[src/rtl/core/movem_pkg.sv]
// Types and constants shared by the MOVEM transfer sequencer modules.
package movem_pkg;

  // Opcode pattern of MOVEM and field masks.
  localparam logic [15:0] MOVEM_MASK   = 16'hfb80;
  localparam logic [15:0] MOVEM_MATCH  = 16'h4880;
  localparam logic [15:0] IDX_RESERVED = 16'h0700;
  localparam logic [15:0] IDX_IS_ADDR  = 16'h8000;
  localparam logic [15:0] IDX_IS_LONG  = 16'h0800;
  localparam logic [15:0] DIR_TO_REG   = 16'h0400;
  localparam logic [15:0] SIZE_LONG    = 16'h0040;

  // Effective address modes (opcode bits 5..3).
  localparam logic [2:0] MODE_DN      = 3'd0;
  localparam logic [2:0] MODE_AN      = 3'd1;
  localparam logic [2:0] MODE_IND     = 3'd2;
  localparam logic [2:0] MODE_POSTINC = 3'd3;
  localparam logic [2:0] MODE_PREDEC  = 3'd4;
  localparam logic [2:0] MODE_D16     = 3'd5;
  localparam logic [2:0] MODE_INDEX   = 3'd6;
  localparam logic [2:0] MODE_EXT     = 3'd7;

  // Mode 7 register field.
  localparam logic [2:0] EXT_ABS_W   = 3'd0;
  localparam logic [2:0] EXT_ABS_L   = 3'd1;
  localparam logic [2:0] EXT_PC_D16  = 3'd2;
  localparam logic [2:0] EXT_PC_IDX  = 3'd3;

  // Item status codes.
  localparam logic [1:0] ST_RUN     = 2'd0;
  localparam logic [1:0] ST_ILLEGAL = 2'd1;
  localparam logic [1:0] ST_FAULT   = 2'd2;

  typedef struct packed {
    logic [15:0] opcode;
    logic [15:0] reg_mask;
    logic [15:0] ext_word1;
    logic [15:0] ext_word2;
    logic [31:0] addr_reg_value;
    logic [31:0] index_reg_value;
    logic [31:0] pc;
  } movem_in_t;

  typedef struct packed {
    logic        transfer_valid;
    logic [3:0]  reg_number;
    logic [31:0] transfer_address;
    logic        is_write;
    logic        is_long;
    logic        last;
    logic [1:0]  status;
    logic        writeback_valid;
    logic [31:0] writeback_value;
    logic [31:0] next_pc;
  } movem_out_t;

  typedef enum logic [1:0] {
    S_IDLE,
    S_CALC,
    S_EMIT
  } movem_state_t;

  typedef struct packed {
    logic load;
    logic calc;
    logic emit;
  } movem_cmd_t;

  typedef struct packed {
    logic slot_free;
    logic item_last;
  } movem_stat_t;

endpackage

[src/rtl/core/movem_ctrl.sv]
// Sequencer state machine: load, address calculation, one beat per step.
module movem_ctrl (
  input  logic                   clk,
  input  logic                   rst,
  input  logic                   instr_valid,
  output logic                   instr_stall,
  input  movem_pkg::movem_stat_t st,
  output movem_pkg::movem_cmd_t  cmd
);

  movem_pkg::movem_state_t state, state_next;

  always_ff @(posedge clk) begin
    if (rst) begin
      state <= movem_pkg::S_IDLE;
    end else begin
      state <= state_next;
    end
  end

  always_comb begin
    state_next  = state;
    cmd         = '0;
    instr_stall = 1'b1;
    case (state)
      movem_pkg::S_IDLE: begin
        instr_stall = 1'b0;
        if (instr_valid) begin
          cmd.load   = 1'b1;
          state_next = movem_pkg::S_CALC;
        end
      end
      movem_pkg::S_CALC: begin
        cmd.calc   = 1'b1;
        state_next = movem_pkg::S_EMIT;
      end
      movem_pkg::S_EMIT: begin
        if (st.slot_free) begin
          cmd.emit = 1'b1;
          if (st.item_last) begin
            state_next = movem_pkg::S_IDLE;
          end
        end
      end
      default: begin
        state_next = movem_pkg::S_IDLE;
      end
    endcase
  end

endmodule

[src/rtl/core/movem_dp.sv]
// Datapath: decode, effective address, mask walk and output register.
module movem_dp (
  input  logic                   clk,
  input  logic                   rst,
  input  movem_pkg::movem_in_t   instr,
  input  movem_pkg::movem_cmd_t  cmd,
  output movem_pkg::movem_stat_t st,
  output logic                   xfer_valid,
  input  logic                   xfer_stall,
  output movem_pkg::movem_out_t  xfer
);

  // decoded instruction
  logic        bad;
  logic        to_reg;
  logic        lng;
  logic        predec;
  logic        wbv;
  logic [15:0] mask_rem;
  logic [31:0] base;
  logic [31:0] offset;
  logic [31:0] pc4;
  logic [2:0]  ext_bytes;
  logic [31:0] addr;
  logic [31:0] npc;

  // decode of the incoming beat
  logic [2:0]  in_mode, in_reg;
  logic        in_to_reg, in_brief, in_bad;
  logic [31:0] in_pc4, in_idx, in_base, in_offset, in_sx16;
  logic [2:0]  in_ext;

  // mask walk
  logic [3:0]  bit_idx;
  logic [15:0] mask_after;
  logic [31:0] size, addr_dec, addr_step;
  logic        underflow;
  movem_pkg::movem_out_t item;

  always_comb begin
    in_mode   = instr.opcode[5:3];
    in_reg    = instr.opcode[2:0];
    in_to_reg = (instr.opcode & movem_pkg::DIR_TO_REG) != 16'h0;
    in_pc4    = instr.pc + 32'd4;
    in_sx16   = {{16{instr.ext_word1[15]}}, instr.ext_word1};
    in_idx    = ((instr.ext_word1 & movem_pkg::IDX_IS_LONG) != 16'h0) ?
                instr.index_reg_value :
                {{16{instr.index_reg_value[15]}}, instr.index_reg_value[15:0]};
    in_brief  = (in_mode == movem_pkg::MODE_INDEX) ||
                (in_mode == movem_pkg::MODE_EXT && in_reg == movem_pkg::EXT_PC_IDX);
    in_bad    = 1'b0;
    in_base   = instr.addr_reg_value;
    in_offset = 32'd0;
    in_ext    = 3'd0;
    if ((instr.opcode & movem_pkg::MOVEM_MASK) != movem_pkg::MOVEM_MATCH ||
        in_mode == movem_pkg::MODE_DN || in_mode == movem_pkg::MODE_AN) begin
      in_bad = 1'b1;
    end else if (!in_to_reg && in_mode == movem_pkg::MODE_POSTINC) begin
      in_bad = 1'b1;
    end else if (in_to_reg && in_mode == movem_pkg::MODE_PREDEC) begin
      in_bad = 1'b1;
    end else if (in_mode == movem_pkg::MODE_D16) begin
      in_offset = in_sx16;
      in_ext    = 3'd2;
    end else if (in_brief) begin
      if (in_mode == movem_pkg::MODE_EXT && !in_to_reg) begin
        in_bad = 1'b1;
      end else if ((instr.ext_word1 & movem_pkg::IDX_RESERVED) != 16'h0) begin
        in_bad = 1'b1;
      end else begin
        if (in_mode == movem_pkg::MODE_EXT) begin
          in_base = in_pc4;
        end
        in_offset = in_idx + {{24{instr.ext_word1[7]}}, instr.ext_word1[7:0]};
        in_ext    = 3'd2;
      end
    end else if (in_mode == movem_pkg::MODE_EXT) begin
      case (in_reg)
        movem_pkg::EXT_ABS_W: begin
          in_base   = 32'd0;
          in_offset = in_sx16;
          in_ext    = 3'd2;
        end
        movem_pkg::EXT_ABS_L: begin
          in_base   = 32'd0;
          in_offset = {instr.ext_word1, instr.ext_word2};
          in_ext    = 3'd4;
        end
        movem_pkg::EXT_PC_D16: begin
          if (in_to_reg) begin
            in_base   = in_pc4;
            in_offset = in_sx16;
            in_ext    = 3'd2;
          end else begin
            in_bad = 1'b1;
          end
        end
        default: begin
          in_bad = 1'b1;
        end
      endcase
    end
  end

  always_ff @(posedge clk) begin
    if (cmd.load) begin
      bad       <= in_bad;
      to_reg    <= in_to_reg;
      lng       <= (instr.opcode & movem_pkg::SIZE_LONG) != 16'h0;
      predec    <= !in_to_reg && in_mode == movem_pkg::MODE_PREDEC;
      wbv       <= (!in_to_reg && in_mode == movem_pkg::MODE_PREDEC) ||
                   (in_to_reg && in_mode == movem_pkg::MODE_POSTINC);
      mask_rem  <= instr.reg_mask;
      base      <= in_base;
      offset    <= in_offset;
      pc4       <= in_pc4;
      ext_bytes <= in_ext;
    end
    if (cmd.calc) begin
      addr <= base + offset;
      npc  <= pc4 + {29'd0, ext_bytes};
    end
    if (cmd.emit) begin
      mask_rem <= mask_after;
      addr     <= addr_step;
    end
  end

  always_comb begin
    bit_idx = 4'd0;
    for (int i = 15; i >= 0; i--) begin
      if (mask_rem[i]) begin
        bit_idx = 4'(i);
      end
    end
    mask_after = mask_rem & (mask_rem - 16'd1);
    size       = lng ? 32'd4 : 32'd2;
    addr_dec   = addr - size;
    addr_step  = predec ? addr_dec : (addr + size);
    underflow  = predec && (addr < size);

    item = '0;
    if (bad) begin
      item.last   = 1'b1;
      item.status = movem_pkg::ST_ILLEGAL;
    end else if (mask_rem == 16'h0) begin
      // empty list: writeback of the unchanged address
      item.last            = 1'b1;
      item.writeback_valid = wbv;
      item.writeback_value = wbv ? addr : 32'd0;
      item.next_pc         = npc;
    end else if (underflow) begin
      item.last   = 1'b1;
      item.status = movem_pkg::ST_FAULT;
    end else begin
      item.transfer_valid   = 1'b1;
      item.reg_number       = predec ? ~bit_idx : bit_idx;
      item.transfer_address = predec ? addr_dec : addr;
      item.is_write         = !to_reg;
      item.is_long          = lng;
      item.last             = mask_after == 16'h0;
      if (mask_after == 16'h0) begin
        item.writeback_valid = wbv;
        item.writeback_value = wbv ? addr_step : 32'd0;
        item.next_pc         = npc;
      end
    end
  end

  assign st.slot_free = !xfer_valid || !xfer_stall;
  assign st.item_last = item.last;

  // output register
  always_ff @(posedge clk) begin
    if (rst) begin
      xfer_valid <= 1'b0;
    end else if (cmd.emit) begin
      xfer_valid <= 1'b1;
    end else if (!xfer_stall) begin
      xfer_valid <= 1'b0;
    end
  end

  always_ff @(posedge clk) begin
    if (cmd.emit) begin
      xfer <= item;
    end
  end

endmodule

[src/rtl/core/movem_transfer_sequencer.sv]
// MOVEM transfer sequencer: one instruction beat in, one beat per register transfer out.
// Order: the instruction is loaded when taken, the address is formed in the calc state,
//   and the first result beat is registered in the emit state once the output has room.
// Throughput: one mask bit per cycle while the output does not stall; result beats are the
//   set mask bits, or one item for an illegal, empty or faulting case.
// Reset (rst, synchronous): controller returns to idle and the output register empties.
module movem_transfer_sequencer (
  input  logic                  clk,
  input  logic                  rst,
  // instruction channel
  input  logic                  instr_valid,
  output logic                  instr_stall,
  input  movem_pkg::movem_in_t  instr,
  // transfer channel
  output logic                  xfer_valid,
  input  logic                  xfer_stall,
  output movem_pkg::movem_out_t xfer
);

  // Controller and datapath talk only through these two groups.
  movem_pkg::movem_cmd_t  cmd;
  movem_pkg::movem_stat_t st;

  // Controller: idle -> address calc -> emit, one beat per mask bit.
  // Stall on the instruction side is high whenever an instruction is in work;
  // a finished beat may still sit in the output register while the next
  // instruction is taken.
  movem_ctrl u_ctrl (
    .clk         (clk),
    .rst         (rst),
    .instr_valid (instr_valid),
    .instr_stall (instr_stall),
    .st          (st),
    .cmd         (cmd)
  );

  // Datapath: decode and legality at load, base + offset at calc, then the
  // mask walk (reversed register numbering and underflow check for
  // predecrement) feeding the output register.
  movem_dp u_dp (
    .clk        (clk),
    .rst        (rst),
    .instr      (instr),
    .cmd        (cmd),
    .st         (st),
    .xfer_valid (xfer_valid),
    .xfer_stall (xfer_stall),
    .xfer       (xfer)
  );

endmodule

[config.mk]
export PLATFORM = sky130hd
export DESIGN_NAME = movem_transfer_sequencer
export DESIGN_NICKNAME = d
export VERILOG_FILES = /design/src/rtl/core/movem_pkg.sv /design/src/rtl/core/movem_ctrl.sv /design/src/rtl/core/movem_dp.sv /design/src/rtl/core/movem_transfer_sequencer.sv
export SDC_FILE = /design/constraint.sdc
export NUM_CORES = 1
export LEC_CHECK = 0
export ABC_AREA = 1
export BUFFER_PORTS_ARGS = -buffer_cell sky130_fd_sc_hd__buf_4
export CORE_AREA = 2 2 194 196
export CTS_BUF_LIST = sky130_fd_sc_hd__clkbuf_4
export DETAILED_ROUTE_END_ITERATION = 8
export DIE_AREA = 0 0 196 198
export GPL_ROUTABILITY_DRIVEN = 0
export PLACE_DENSITY_LB_ADDON = 0.12
export SLEW_MARGIN = 30
export SYNTH_ARGS = -nofsm -noshare
export SYNTH_HDL_FRONTEND = slang
export SYNTH_SLANG_ARGS = --single-unit
[constraint.sdc]
create_clock -name clk -period 7.6 [get_ports clk]
set_input_delay 0.38 -clock clk [delete_from_list [all_inputs] [get_ports clk]]
set_output_delay 0.38 -clock clk [all_outputs]
set_load 0.005 [all_outputs]
# --- Yosys cells after proc, flatten, opt, wreduce, memory -nomap -nowiden ---
# Cells that the tools add are included.
totals:
  regBits: 294
  input_bits: 164
  out_inout_bits: 109
op_classes:
  addsub: 7
  order_cmp: 1
  eq_ne: 16
  muxes: 80
  n_bitwise: 2
  n_reduce_logical: 30
op_table:
  columns: ["op", "count"]
  rows:
  - ["$mux W32", 23]
  - ["$mux W65", 3]
  - ["$add A32 B32 Y32", 3]
  - ["$pmux W32 S3", 1]
  - ["$mux W4", 17]
  - ["$pmux W32 S2", 1]
  - ["$mux W39", 1]
  - ["$add A32 B3 Y32", 1]
  - ["$add A32 B3 Y32 const B", 1]
  - ["$logic_not A16 Y1", 2]
  - ["$lt A32 B32 Y1", 1]
  - ["$mux W16", 2]
  - ["$sub A32 B32 Y32", 1]
  - ["$and A16 B16 Y16", 1]
  - ["$mux W1", 16]
  - ["$mux W2", 8]
  - ["$reduce_bool A16 Y1", 1]
  - ["$sub A16 B1 Y16 const B", 1]
  - ["$mux W3", 5]
  - ["$eq A3 B3 Y1 const B", 4]
  - ["$eq A3 B2 Y1 const B", 3]
  - ["$pmux W3 S3", 1]
  - ["$ne A8 B7 Y1 const B", 1]
  - ["$logic_and A1 B1 Y1", 7]
  - ["17 further kinds", 31]

# --- Logic depth before layout (Yosys ltp) ---
# Gate-level depths: netlist of the first run.
depth:
  ltp_word: 19
  depth_mapped: 18

# --- Cells and area by module ---
# Synthesis of the first run repeated with hierarchy kept, for this count alone.
hier_totals:
  cells_unflattened: 2395
  hier_area_um2: 19656.4
modules_own_cells:
  columns: ["module", "instances", "cells_per_inst", "area_per_inst_um2", "seq_area_each_um2"]
  rows:
  - ["movem_dp", 1, 2380, 19537.5, 8728.4]
  - ["movem_ctrl", 1, 15, 118.9, 40.0]

# --- Worst setup path after synthesis of the first run ---
# Ideal clock, no wire load.
synth_path:
  kind: "register -> register"
  start: "register u_ctrl.state[1]"
  end: "register, netlist name u_dp.xfer[0]"
  setup_time_ns: 0.513
  t_arrival_ns: 3.963
  required_time_ns: 7.087
  path_slack_ns: 3.124
  stages_incl_launch_ff: 7
  n_path_buf: 2
  period_less_slack_ns: 4.476
  path_cell_list: "dfxtp_1 -> inv_1 -> nor2_1 -> nand2_1 -> clkbuf_1 -> inv_1 -> clkbuf_1"
synth_lines:
  columns: ["item", "line_no", "text"]
  rows:
  - ["from (decl)", "movem_ctrl.sv:11", "movem_pkg::movem_state_t state, state_next;"]
  - ["from (signal assigned)", "movem_ctrl.sv:15", "state <= movem_pkg::S_IDLE;"]
  - ["from (signal assigned)", "movem_ctrl.sv:17", "state <= state_next;"]

# --- Final worst setup path of the first run ---
layout_path:
  start: "register u_dp.lng"
  end: "register, netlist name u_dp.xfer[77]"
layout_between:
  elab_chain_len: 4
  elab_cells_between_ends: 6
layout_rtl:
  columns: ["item", "line_no", "text"]
  rows:
  - ["from (decl)", "movem_dp.sv:16", "logic lng;"]
  - ["from (signal assigned)", "movem_dp.sv:109", "lng <= (instr.opcode & movem_pkg::SIZE_LONG) != 16'h0;"]
  - ["$mux W3 *", "movem_dp.sv:137", "size = lng ? 32'd4 : 32'd2;"]
  - ["$lt A32 B32 Y1", "movem_dp.sv:140", "underflow = predec && (addr < size);"]
  - ["$logic_and A1 B1 Y1", "movem_dp.sv:140", null]
  - ["$reduce_or A3 Y1 (no line)", null, null]
# Mark *: on every way between the ends. The rest lies on a longest branch, timed or not.
# A chain may end at the register's enable or synchronous reset.

==> results.yml, run 1 <==
status:
  outcome: "complete, no violations"
logic_synthesis:
  synth_largest_area_cell: "edfxtp_1"
  synthTopCellsByArea: "edfxtp_1 (44%), nand2_1 (13%), inv_1 (5.4%)"
  avgSynthCellArea_sq_um: 7.88
  syn_inst: 2531
  ys_seq_area_frac: 0.440
  synth_fp_nets: 2769
  synthArstFlopShare: 0
  ys_seq_elements: 293
  synth-edff-count: 290
  synth_area_sq_um: 19900
  synth_top_area_share: 0.437
  synth_ff_type: "edfxtp_1"
  synth_cell_types: 59
  synth_warnings: 0
global_routing:
  antenna_found_initial: 3
  grt_use_total: 0.300
  grt-ovfl-total: 0
  grt_pass1_wl_microns: 92000
  grt_max_degree: 86
  grt_pass1_vias: 18300
worst_setup_path:
  reg2reg_depth: 12
  path_cells: "inv_1 -> ha_1 -> inv_1 -> nor2_1 -> nor2_1 -> nand4_1 -> nor2_2 -> inv_2 -> nor3_4 -> nor2_2 -> clkinv_1 -> a21oi_1"
  crit_slowest_cell: "clkinv_1"
  critPathKind: "register to register"
  worst-path-buf-inv: 4
  slowest_delay_ns: 0.82
  crit_path_start_kind: "register"
  r2r_start: "u_dp.lng"
  crit_arrival_ns: 4.07
  path_max_fanout: 34
  cp_data_required_time_ns: 8.13
  r2r_setup_slack_ns: 4.06
  reg2reg_to: "u_dp.xfer[77]"
  end_kind: "register"
  crit_family: "buffers and inverters"
drt:
  wl_per_cell_microns: 17.1
  drt_iter0_drc: 2127
  drt-total-wl_microns: 58300
  final_antenna_net_count: 0
  drc: 0
  drt_first_pass_iters: 6
  num_vias: 19200
  post_drt_via_cell_ratio: 5.64
hold_path:
  hold_path.startpoint: "instr[105]"
  min_path_type: "input port to register"
  worstHoldPathCells: 3
  min_delay_worst_endpoint: "u_dp.offset[9]"
sta:
  setup_slack_ns: 4.06
  max_clock_freq_mhz: 283
  post-route-period-util: 0.465
  rsz0062_at_grt: "no"
  drv_slew: 0
  skew_ns: 0.0358
  fin_crit_ns: 3.54
  slew_headroom: 0.394
  setup_viol: 0
  tightest_slew_ns: 0.908
  hold_viol_final: 0
  setup_tns_ns: 0
cts:
  cts_tree: "done"
  cts.clk_slew.worst_paths_ns: 0.07
  cts.sinks: 293
  cts.htree.levels: 3
  cts_resized: 0
  cts-root-buf: "clkbuf_4"
  worstSkewPairLatency_ns: 0.76
  clockBufferDepth: 3
  numCtsBuffers: 76
floorplanning:
  pin_count: 273
  coreArea_sq_um: 37000
  rows: 71
  initial_core_util: 0.539
  die_y_microns: 198
  dieArea_sq_um: 38800
  die_x_microns: 196
power_and_ir_drop:
  power_leakage_nw: 10.3
  powerDensity_nw_per_um2: 178
  p_total_w: 0.00422
  peakVddDrop_v: 0.000111
layout:
  nets: 3110
  nFillCells: 3231
  layout_common_cells: "nand2_1 (684), edfxtp_1 (290), inv_1 (286)"
  finalNonFillerCells: 3403
  syn_to_final_growth_pct: 19.3
  layout-drive-gt1-share: 0.151
  regMostFlops: "u_dp.xfer"
  largest_reg_flops: 107
  final_common_cell: "nand2_1"
  post-route-util: 0.644
placed_design:
  place_ws_ns: 4.08
  place_inst: 3208
  dpl.hpwl_microns: 44700
  portBuffers: 272
run:
  drv_cap: 0
[worst max-delay path by stage]
| stage | from | depth (start not counted) | endpoint | slack [ns] |
|---|---|---|---|---|
| after floorplan | u_ctrl.state[1] | 6 | u_dp.xfer[0] | 3.12 |
| after global placement | xfer_stall | 6 | u_dp.addr[8] | 4.24 |
| after detailed placement | xfer_stall | 6 | u_dp.addr[13] | 4.08 |
| after CTS | u_dp.addr[2] | 11 | u_dp.xfer[77] | 4.07 |
| after global routing | u_dp.lng | 12 | u_dp.xfer[71] | 3.75 |
| final | u_dp.lng | 12 | u_dp.xfer[77] | 4.06 |
[layer usage]
layer	GRT usage	part of all wire
met5	0	0.00022
met4	0.164	0.054
met1	0.386	0.40
met3	0.0646	0.095
met2	0.477	0.45
[area by class of cell]
type	instances	area, sq um	share of cell area
diodes	4	10.0	0.000421
clock buffers	106	796	0.0335
clock inverters	25	158	0.00663
inverters	294	1110	0.0466
multi-input cells	1865	9630	0.405
flip-flops and latches	293	8770	0.369
well taps	474	593	0.0249
repair buffers	342	2730	0.115
[stage by stage]
step / hold slack, ns / cell area (sq um)
2_1_floorplan: 0.400 / 19900
3_3_place_gp: 0.414 / 22200
3_5_place_dp: 0.408 / 22200
4_1_cts: 0.00490 / 23800
5_1_grt: 0.0165 / 23800
6_report: 0.0447 / 23800
[report_power, final]
part,switching (W),total [W],internal [W]
clock network,0.000634,0.00135,0.000713
logic,0.000571,0.000895,0.000324
registers,0.0000876,0.00198,0.00189
total,0.00129,0.00422,0.00293
[synthesized netlist by cell type, drive strengths merged (7+ instances only)]
cell	count
a211oi	12
a21boi	7
a21o	8
a21oi	178
a22o	9
buf	40
clkbuf	37
edfxtp	290
ha	69
inv	291
nand2	688
nand3	133
nand3b	10
nand4	45
nor2	281
nor3	66
nor4	13
o211ai	9
o21ai	165
o21bai	8
o22ai	13
or2	10
xnor2	29
xor2	77
[worst register-to-register path, stage by stage, from the launching register on]
cell	delay (ns)
edfxtp_1	0.41
inv_1	0.15
ha_1	0.30
inv_1	0.05
nor2_1	0.24
nor2_1	0.17
nand4_1	0.17
nor2_2	0.08
inv_2	0.09
nor3_4	0.05
nor2_2	0.34
clkinv_1	0.82
a21oi_1	0.47
[timing repair]
action	in CTS	in global routing
hold endpoints to repair	60	0
buffers inserted	0	0
hold buffers	60	0
[cells by family after synthesis]
group / count (synthesis) / share of synthesized area
AND/OR/NAND/NOR: 1250 / 0.265
AO/OA/AOI/OAI: 435 / 0.122
buffers and inverters: 373 / 0.0780
flip-flops: 293 / 0.440
XOR/XNOR: 106 / 0.0466
adder cells (fa/ha/maj): 74 / 0.0483
No activity file was read; power rests on OpenSTA's default activity.
==> inputs of run 2 (changes only) <==
- ABC_AREA: 1 -> 0
- CORE_AREA: 2 2 194 196 -> 2 2 181 183
- DIE_AREA: 0 0 196 198 -> 0 0 183 185
- clock period: 7.6 -> 3.5 ns (I/O delays scaled with it)
==> results.yml, run 2 <==
power_and_ir_drop:
  p_seq_frac: 0.477
  switching_share: 0.276
  p_switching_w: 0.00246
  power.internal_w: 0.00643
  clkPwrFrac: 0.336
  peakVddDrop_v: 0.000222
  p_total_w: 0.00889
  pwr-share-comb: 0.187
  powerDensity_nw_per_um2: 392
  power_leakage_nw: 8.90
floorplanning:
  die_y_microns: 185
  initial_core_util: 0.538
  rows: 66
  pin_count: 273
  coreArea_sq_um: 32000
  die_x_microns: 183
  dieArea_sq_um: 33900
sta:
  fin_crit_ns: 3.39
  tightest_slew_ns: 0.707
  skew_ns: 0.0685
  slew_headroom: 0.524
  hold_viol_final: 0
  setup_viol: 0
  setup_slack_ns: 0.115
  max_clock_freq_mhz: 295
  drv_slew: 0
  post-route-period-util: 0.967
  rsz0062_at_grt: "yes"
run:
  drv_cap: 0
logic_synthesis:
  synth_largest_area_cell: "edfxtp_1"
  synthTopCellsByArea: "edfxtp_1 (51%), xnor2_1 (5.5%), ha_1 (5.0%)"
  avgSynthCellArea_sq_um: 10.5
  ys_seq_elements: 293
  synth_warnings: 0
  synth_fp_nets: 1884
  synth_ff_type: "edfxtp_1"
  synth-edff-count: 290
  syn_inst: 1646
  synth_top_area_share: 0.505
  synth_area_sq_um: 17200
  synthArstFlopShare: 0
  synth_cell_types: 71
  synth_most_common_cell: "edfxtp_1"
  ys_seq_area_frac: 0.509
  synth_commonest_cells: "edfxtp_1 (290), nand2_1 (180), nor2_1 (133)"
drt:
  post_drt_via_cell_ratio: 5.72
  final_antenna_net_count: 0
  drt_iter0_drc: 1254
  drt-total-wl_microns: 48400
  drc: 0
  drt_first_pass_iters: 6
  wl_per_cell_microns: 18.6
  num_vias: 14900
worst_setup_path:
  reg2reg_depth: 10
  path_max_fanout: 12
  r2r_start: "u_dp.addr[8]"
  end_kind: "register"
  crit_path_start_kind: "register"
  reg2reg_to: "u_dp.xfer[49]"
  cp_data_required_time_ns: 3.93
  r2r_setup_slack_ns: 0.11
  critPathKind: "register to register"
  crit_arrival_ns: 3.82
status:
  outcome: "complete, no violations"
layout:
  layout-drive-gt1-share: 0.223
  largest_reg_flops: 107
  final_area_sq_um: 22700
  nets: 2381
  regMostFlops: "u_dp.xfer"
  final_common_cell: "buf_4"
  layout_common_cells: "buf_4 (331), edfxtp_1 (290), nand2_1 (178)"
  syn_to_final_growth_pct: 31.6
global_routing:
  grt-ovfl-total: 0
  grt_max_degree: 57
  grt_pass1_wl_microns: 74300
  grt_use_total: 0.279
  antenna_found_initial: 4
  grt_pass1_vias: 14600
placed_design:
  place_ws_ns: 0.0246
  placed_area_sq_um: 20000
  dpl.hpwl_microns: 34400
  portBuffers: 272
cts:
  cts.sinks: 293
  numCtsBuffers: 77
  clockBufferDepth: 3
  worstSkewPairLatency_ns: 0.71
  cts_tree: "done"
  cts.htree.levels: 3
  cts-root-buf: "clkbuf_4"
  cts.clk_slew.worst_paths_ns: 0.07
hold_path:
  min_delay_worst_endpoint: "u_dp.bad"
  min_path_type: "input port to register"
  worstHoldPathCells: 3
  hold_path.startpoint: "instr[146]"
run 2: cell count changes after synthesis, sizes merged, moves of 30 or more:
| cell | change |
|---|---|
| nand2 | -507 |
| inv | -246 |
| nor2 | -148 |
| nand3 | -81 |
| xnor2 | +79 |
| a21oi | -74 |
| o21ai | -67 |
| and2 | +42 |
| a22o | +35 |
| nor3 | -33 |
| buf | -30 |
| nand4 | -30 |
run 2: kinds of logic after synthesis:
logic type                 count (synthesis)  synth area share
AOI/OAI and AO/OA                        402             0.152
xor gates and xnor gates                 176            0.0894
adders and majority gates                 76            0.0570
buffers and inverters                    123            0.0285
DFF                                      293             0.509
muxes                                      6           0.00356
and+or+nand+nor                          570             0.160
run 2: power groups by stage:
stage / Clock (W) / Sequential [W] / Combinational [W]
finish: 0.00298 / 0.00424 / 0.00167
floorplan: 0 / 0.00425 / 0.000940
detailed placement: 0 / 0.00430 / 0.00149
CTS: 0.00305 / 0.00423 / 0.00163
global placement: 0 / 0.00430 / 0.00147
global route: 0.00323 / 0.00425 / 0.00182
run 2: per-layer routing:
layer,GRT usage,part of all wire,vias up
met5,0,0.00048,-
met4,0.121,0.044,4
met3,0.0519,0.066,161
met2,0.489,0.49,645
met1,0.339,0.40,6946
li1,-,-,7139
run 2: cell type report:
cell class,count,area [sq um]
Clock inverter,27,175
Multi-Input combinational cell,1231,8100
Timing Repair Buffer,493,4150
Tap cell,408,510
Clock buffer,106,796
Fill cell,2415,9350
Antenna cell,1,2.50
Sequential cell,293,8770
Inverter,47,184
run 2: critical path, cell delays in order, from the launching register on:
cell	delay, ns
edfxtp_1	0.38
or2_1	0.25
or4_4	0.42
nand4b_4	0.18
or3_4	0.34
or3b_4	0.40
or4_4	0.46
nand2_4	0.09
inv_4	0.06
and3_2	0.32
a22o_1	0.24
run 2: worst max path at each step:
| stage | to | cells after the start | from | slack, ns |
|---|---|---|---|---|
| after floorplan | u_dp.xfer[62] | 15 | u_dp.addr[8] | -0.15 |
| after global placement | u_dp.xfer[62] | 13 | u_dp.lng | 0.12 |
| after detailed placement | u_dp.xfer[51] | 13 | u_dp.lng | 0.02 |
| after CTS | u_dp.addr[31] | 13 | u_dp.lng | 0.005 |
| after global routing | u_dp.xfer[39] | 9 | u_dp.mask_rem[0] | -0.09 |
| final | u_dp.xfer[49] | 10 | u_dp.addr[8] | 0.11 |
run 2: metrics by stage:
step | setup TNS (ns) | utilization | instances | hold slack, ns
2_1_floorplan | -1.35 | - | 1646 | 0.244
3_3_place_gp | 0 | 0.625 | 2312 | 0.353
3_5_place_dp | 0 | 0.625 | 2312 | 0.355
4_1_cts | 0 | 0.705 | 2601 | 0.0106
5_1_grt | -1.13 | 0.708 | 2606 | 0.0245
6_report | 0 | 0.708 | 2606 | 0.0450
run 2: repair_timing:
action | 4_1_cts | 5_1_grt
pin swaps | 0 | 4
setup buffers | 0 | 3
resized for setup | 2 | 16
setup endpoints to repair | 11 | 28
hold buffers | 156 | 0
gates cloned | 0 | 1
hold endpoints to repair | 109 | 0
